--- src/rtl/ssu_pkg.sv ---
// ----------------------------------------------------------------------------
// ssu_pkg: shared types for the sorted set union block
// Payload structs for both channels, the cell entry and cell control.
// ----------------------------------------------------------------------------
package ssu_pkg;

   localparam int VALUE_W = 32;

   typedef struct packed {
      logic signed [VALUE_W-1:0] value;
      logic                      has_value;
      logic                      end_of_set;
   } req_type;

   typedef struct packed {
      logic signed [VALUE_W-1:0] union_value;
      logic                      last;
      logic                      empty_res;
      logic                      overflow;
   } rsp_type;

   typedef struct packed {
      logic                      valid;
      logic signed [VALUE_W-1:0] value;
   } entry_type;

   typedef struct packed {
      logic insert;
      logic shift;
   } cell_ctrl_type;

endpackage

--- src/rtl/ssu_cell.sv ---
// ----------------------------------------------------------------------------
// ssu_cell: one storage cell of the sorted insertion chain
// Holds one entry, compares it against the broadcast value, and takes its
// left neighbor, the new value or its right neighbor as the chain dictates.
// ----------------------------------------------------------------------------
module ssu_cell (
   input  logic                         clock,
   input  logic                         reset,
   input  ssu_pkg::cell_ctrl_type       ctrl,
   input  logic signed [31:0]           ins_value,
   input  logic                         prev_lt,
   input  ssu_pkg::entry_type           prev_entry,
   input  ssu_pkg::entry_type           next_entry,
   output ssu_pkg::entry_type           entry,
   output logic                         lt,
   output logic                         eq
);
   import ssu_pkg::*;

   logic                      valid_ff, valid_in;
   logic signed [VALUE_W-1:0] value_ff, value_in;

   // The new value sorts before this entry (an empty cell counts as larger).
   assign lt = !valid_ff || (ins_value < value_ff);
   assign eq = valid_ff && (ins_value == value_ff);

   assign entry.valid = valid_ff;
   assign entry.value = value_ff;

   always_comb begin
      valid_in = valid_ff;
      value_in = value_ff;
      priority if (ctrl.shift) begin
         valid_in = next_entry.valid;
         value_in = next_entry.value;
      end else if (ctrl.insert && prev_lt) begin
         valid_in = prev_entry.valid;
         value_in = prev_entry.value;
      end else if (ctrl.insert && lt) begin
         valid_in = 1'b1;
         value_in = ins_value;
      end else begin
         // Nothing moves: the cell keeps its entry.
         valid_in = valid_ff;
         value_in = value_ff;
      end
   end

   always_ff @(posedge clock) begin
      if (reset) begin
         valid_ff <= 1'b0;
      end else begin
         valid_ff <= valid_in;
      end
      value_ff <= value_in;
   end

endmodule

--- config.mk ---
export PLATFORM = sky130hd
export DESIGN_NAME = ssu_cell
export DESIGN_NICKNAME = d
export VERILOG_FILES = /design/src/rtl/ssu_pkg.sv /design/src/rtl/ssu_cell.sv
export SDC_FILE = /design/constraint.sdc
export NUM_CORES = 1
export LEC_CHECK = 0
export ABC_AREA = 1
export BUFFER_PORTS_ARGS = -buffer_cell sky130_fd_sc_hd__buf_2
export CORE_MARGIN = 2
export CORE_UTILIZATION = 34
export CTS_CLUSTER_DIAMETER = 50
export DETAILED_ROUTE_END_ITERATION = 12
export PLACE_DENSITY = 0.71
export SETUP_SLACK_MARGIN = 0.3
export SYNTH_ARGS = -nofsm -noshare
export SYNTH_HDL_FRONTEND = slang
export SYNTH_SLANG_ARGS = --single-unit
export TNS_END_PERCENT = 50
--- constraint.sdc ---
create_clock -name clock -period 2.88 [get_ports clock]
set_input_delay 0.288 -clock clock [delete_from_list [all_inputs] [get_ports clock]]
set_output_delay 0.288 -clock clock [all_outputs]
set_load 0.005 [all_outputs]
; ---- Yosys cells after proc, flatten, opt, wreduce, memory -nomap -nowiden
; Index checks and enable logic that the tools add are counted.
[classes]
magnitude_cmp = 1
n_eq_ne = 1
muxes = 6
reduce_logical = 6
[op_table]
columns = operator, count
row1 = two-way mux 32 bit, 3
row2 = == test 32 bit, 1
row3 = less-than comparator 32 bit, 1
row4 = logical AND 1 bit, 3
row5 = two-way mux 1 bit, 3
row6 = nonzero test 3 bit, 1
row7 = zero test 1 bit, 1
row8 = logical OR 1 bit, 1
[totals]
register_bits = 33
in_bits = 103
output_inout_bits = 35
word_cells = 16

; ---- Logic depth before layout (Yosys ltp)
[depth]
depth_word = 6
depth_mapped = 19
mapped_depth_nobuf = 19

; ---- Worst setup path after synthesis
; OpenSTA, ideal clock, no wires.
[synth_timing]
path_type = flip-flop to flip-flop
startpoint = reg value_ff[31]
endpoint = reg value_ff[0], enable pin
setup_ns = 0.389
t_arrival_ns = 2.082
required_time_ns = 2.491
slack_ns = 0.408
stages_incl_launch_ff = 11
path_buffers = 0
period_less_slack_ns = 2.472
path_cell_list = edfxtp_1 inv_1 ha_1 a21oi_1 o21a_1 nand2_1 a21oi_1 nand3_1 nand3_2 nand2_2 nand2_1
[synth_between]
elab_chain_cells = 4
[synth_rtl]
columns = element, line_no
row1 = "start, declared", ssu_cell.sv:21  ; logic signed [VALUE_W-1:0] value_ff, value_in;
row2 = "start signal, assigned", ssu_cell.sv:55  ; value_ff <= value_in;
row3 = less-than comparator 32 bit, ssu_cell.sv:24  ; assign lt = !valid_ff || (ins_value < value_ff);
row4 = logical OR 1 bit, ssu_cell.sv:24
row5 = net lt, ssu_cell.sv:15  ; output logic lt,
row6 = logical AND 1 bit, ssu_cell.sv:39  ; end else if (ctrl.insert && lt) begin
row7 = nonzero test 3 bit (no line), -
; The timed path passes the listed nets, and every way through them passes these cells.
; A chain may end at the register's enable or synchronous reset.

; ---- Worst setup path in the final report
[layout_timing]
startpoint = reg value_ff[31]
endpoint = reg value_ff[30], enable pin
[layout_between]
elab_chain_cells = 4
[layout_rtl]
columns = element, line_no
row1 = less-than comparator 32 bit, ssu_cell.sv:24
row2 = logical OR 1 bit, ssu_cell.sv:24
row3 = logical AND 1 bit, ssu_cell.sv:39
row4 = nonzero test 3 bit (no line), -
; Every way passes these cells.

==> results.txt <==
* Run status: complete, no violations
- In this run the clock root is driven by a sky130_fd_sc_hd__clkbuf_8.
- Number of cells produced by synthesis: 333
* PortBufs: 137
- # fillers: 743
- GRT overflow: 0
- Htree depth: 2
* Detailed Routing Iterations Pass 1: 4
* Die boundary width: 90.65 um
- The routed layout has 2592 vias.
- The later pin in the worst-skew pair is clocked with a latency of 0.28 ns.
- The via count of the first global-routing pass came to 2463.
- Final estimated routing congestion in global placement: 0.7500
* Critical Path Source Type: flip-flop
- Across all setup checks in the final design, the least slack found is 0.6906 ns.
- The worst setup path is of the flip-flop to flip-flop kind.
- In the routed design, unresolved DRC markers number 0.
- After clock tree synthesis, the clock-pin slew on the worst setup and hold paths is 0.06 ns.
- At the placement stage, the worst setup path has a slack of 0.6190 ns.
- Required time of the critical path: 2.84 ns
* I/O pin cnt: 138
* # hold bufs at CTS: 0
* Per-cell routed wire length: 12.39 um
* Setup_tns: 0 ns
- The core region is 0.007253 sq mm.
- Count of synthesis-stage warnings from yosys: 0
- Clock tree synthesis inserted a total of 5 buffers.
* Clock tree buffer depth: 2
* Count of routing violations after the opening detailed-route iteration: 103
- Gates resized during post-CTS repair numbered 0.
- WP data arrival: 2.15 ns
- Terminating pin of the worst hold path: valid_ff
- Setup repair after global routing left no endpoint under its margin.
- After routing the design area is 0.003411 sq mm.
- Startpoint of the most critical register-to-register path: value_ff[31]
* Total wirelength of the detailed-routed design: 7.013 mm
- Worst max-slew margin expressed relative to the limit: 58.46%
- Max-cap violations in this run came to 0.
- Maximum fanout count along the critical path: 18
- Static timing analysis puts the maximum clock frequency at 456.8 MHz.
- Post-Synthesis Net Count: 468
- The completed layout was analyzed and its total power is 0.001358 W.
- Total die area: 0.008217 sq mm
- Maximum number of pins on one net before global-route repair: 49
- Detailed placement finished with a half-perimeter wire length of 5.577 mm.
- Avg Synthesized Cell Area: 7.665 sq um
- Global routing consumed, on the met3 layer, 4.174% of the routing resources.
* Final Skew: 0.005102 ns
- Setup violations remaining at the end of the flow were counted as 0.
- In this run the vertical extent of the chip is 90.65 um.
- For the worst flop-to-flop path, the logic depth is 13.
- Once the clock tree was built, the setup fixing pass inserted 0 buffers.
- Initial core utilization: 35.19%
* Fraction of met2 tracks used by global routing: 28.48%
- Hold Path Stages: 4
- The count of endpoints failing hold in the final timing report was 0.
- The worst register-to-register path ends at value_ff[30].
- Dividing the detail-routed via count by the number of cells gives 4.580.
- Share of cells above drive strength 1: 34.26%
- The detail route stage leaves a number of antenna-violating nets equal to 0.
- Synthesized flop and latch total: 33
* Clock tree from TritonCTS: done
* Clock Sink Count: 33
- Number of unique standard cell types used by synthesis: 25
- Wire length of the first global-routing pass: 11.18 mm
* NumNets Final: 602
- Row generation in the floorplan step produced 31 rows.
- Worst min-delay path class: input pin to flip-flop
- Shortest period the worst path allows: 2.189 ns
* Area growth from synthesis to layout: 33.63%
- STA classifies the critical path endpoint as a flip-flop.
- Dividing total power by cell area gives a power density of 398.0 mW/mm^2.
- The layer flagged by global routing as most heavily used is met2.
* Static Leak: 1.838 nW
* Placement Cell Area: 0.003334 sq mm
- Worst IR drop on VDD: 0.1671 mV
* Final max-slew violation count: 0
- The number of antenna diodes in the final layout is 0.
* Hold Path Origin: reset
- The initial antenna violation count came to 0.
- At the pin with the least slew margin, the transition time is 0.6222 ns.
- After synthesis the cells add up to 0.002552 sq mm.
- Total routing resource utilization after global routing: 16.59%
- For this run, global-route usage on met1 was measured as 21.39%.
- Setup slack, reg-to-reg: 0.69 ns
* Fraction of the yosys area taken by sequential cells: 38.43%
* Crit share post-route: 76.02%
worst max-delay path by stage:
stage                       start           end  slack, ns
finish               value_ff[31]  value_ff[30]       0.69
floorplan            value_ff[31]   value_ff[0]       0.41
global route         value_ff[31]  value_ff[30]       0.43
detailed placement  ins_value[31]  value_ff[31]       0.62
CTS                  value_ff[31]  value_ff[28]       0.64
global placement    ins_value[31]  value_ff[31]       0.64
report_power, final:
part	total [W]	leakage (nW)	switching, W	internal [W]
logic	0.000417	1.47	0.000228	0.000189
registers	0.000616	0.331	0.0000259	0.000590
clock network	0.000325	0.0387	0.000162	0.000163
metal layers:
metal | vias up | share of wire (%)
li1 | 1370 | -
met1 | 1134 | 45
met2 | 83 | 47
met3 | 5 | 7.1
met4 | 0 | 0.66
met5 | - | 0
Yosys cell counts, drive strengths merged:
| cell | n | area share [%] |
|---|---|---|
| o21a | 2 | 0.59 |
| edfxtp | 32 | 38 |
| nand3 | 4 | 1.2 |
| buf | 4 | 0.78 |
| ha | 32 | 16 |
| a21o | 1 | 0.29 |
| inv | 45 | 6.6 |
| clkbuf | 10 | 1.5 |
| o21ai | 3 | 0.59 |
| nor2 | 41 | 6.2 |
| nand2 | 106 | 16 |
| nor3 | 2 | 0.59 |
| nand4 | 2 | 0.74 |
| a21oi | 15 | 2.9 |
| and3 | 1 | 0.25 |
| dfxtp | 1 | 0.78 |
| a31oi | 32 | 7.8 |
registers in the layout (all words and copies together) (netlist names):
signal,cells
valid_ff,1
value_ff,32
final cells by class:
class                   count  area (sq um)  area share (%)
inverters                  45         168.9           4.952
clock inverters             1         3.754          0.1101
flip-flops and latches     33         980.9           28.76
well taps                  99         123.9           3.632
repair buffers            141         715.7           20.98
clock buffers               6         72.57           2.128
multi-input cells         241          1345           39.44
worst max-delay path: stages, from the launching register on:
cell                       delay, ns
sky130_fd_sc_hd__edfxtp_1       0.34
sky130_fd_sc_hd__inv_1          0.05
sky130_fd_sc_hd__ha_1           0.34
sky130_fd_sc_hd__nand2_1        0.11
sky130_fd_sc_hd__nor2_2         0.16
sky130_fd_sc_hd__nand2_2        0.08
sky130_fd_sc_hd__nor2_2         0.13
sky130_fd_sc_hd__nand2_1        0.08
sky130_fd_sc_hd__nand2_1        0.06
sky130_fd_sc_hd__nand2_1        0.06
sky130_fd_sc_hd__nand3_2        0.07
sky130_fd_sc_hd__nand2_2        0.06
sky130_fd_sc_hd__nand2_1        0.07
sky130_fd_sc_hd__buf_4          0.26
cell usage in the layout (no fill, tap or decap):
cell	instances
sky130_fd_sc_hd__ha_1	32
sky130_fd_sc_hd__a21oi_1	15
sky130_fd_sc_hd__nand3_2	2
sky130_fd_sc_hd__o21ai_0	3
sky130_fd_sc_hd__edfxtp_1	32
sky130_fd_sc_hd__nand4_2	1
sky130_fd_sc_hd__nand3_1	2
sky130_fd_sc_hd__nor2_1	39
sky130_fd_sc_hd__inv_2	6
sky130_fd_sc_hd__inv_1	39
sky130_fd_sc_hd__a31oi_1	32
sky130_fd_sc_hd__clkinv_1	1
sky130_fd_sc_hd__buf_2	137
sky130_fd_sc_hd__clkbuf_1	1
sky130_fd_sc_hd__buf_4	4
sky130_fd_sc_hd__nor2_2	2
sky130_fd_sc_hd__clkbuf_8	5
sky130_fd_sc_hd__dfxtp_1	1
sky130_fd_sc_hd__o21a_1	2
sky130_fd_sc_hd__nor3_1	1
sky130_fd_sc_hd__nor3_2	1
sky130_fd_sc_hd__nand2_2	2
sky130_fd_sc_hd__and3_1	1
sky130_fd_sc_hd__a21o_1	1
sky130_fd_sc_hd__nand2_1	104
sky130_fd_sc_hd__nand4_1	1
cell families (layout without fill, tap and decap cells):
family | after synthesis | count (layout) | synth area share [%]
flip-flops | 33 | 33 | 38.43
adder cells (fa/ha/maj) | 32 | 32 | 15.69
AND/OR/NAND/NOR | 156 | 156 | 24.75
buffers and inverters | 59 | 193 | 8.873
AO/OA/AOI/OAI | 53 | 53 | 12.25
through the flow:
step	hold slack [ns]	cells	util, %
3_5_place_dp	0.5533	559	45.97
2_1_floorplan	0.4327	333	-
4_1_cts	0.2505	566	47.02
3_3_place_gp	0.5459	559	45.97
5_1_grt	0.2884	566	47.02
6_report	0.2534	566	47.02
Power figures use the tool's default switching activity.
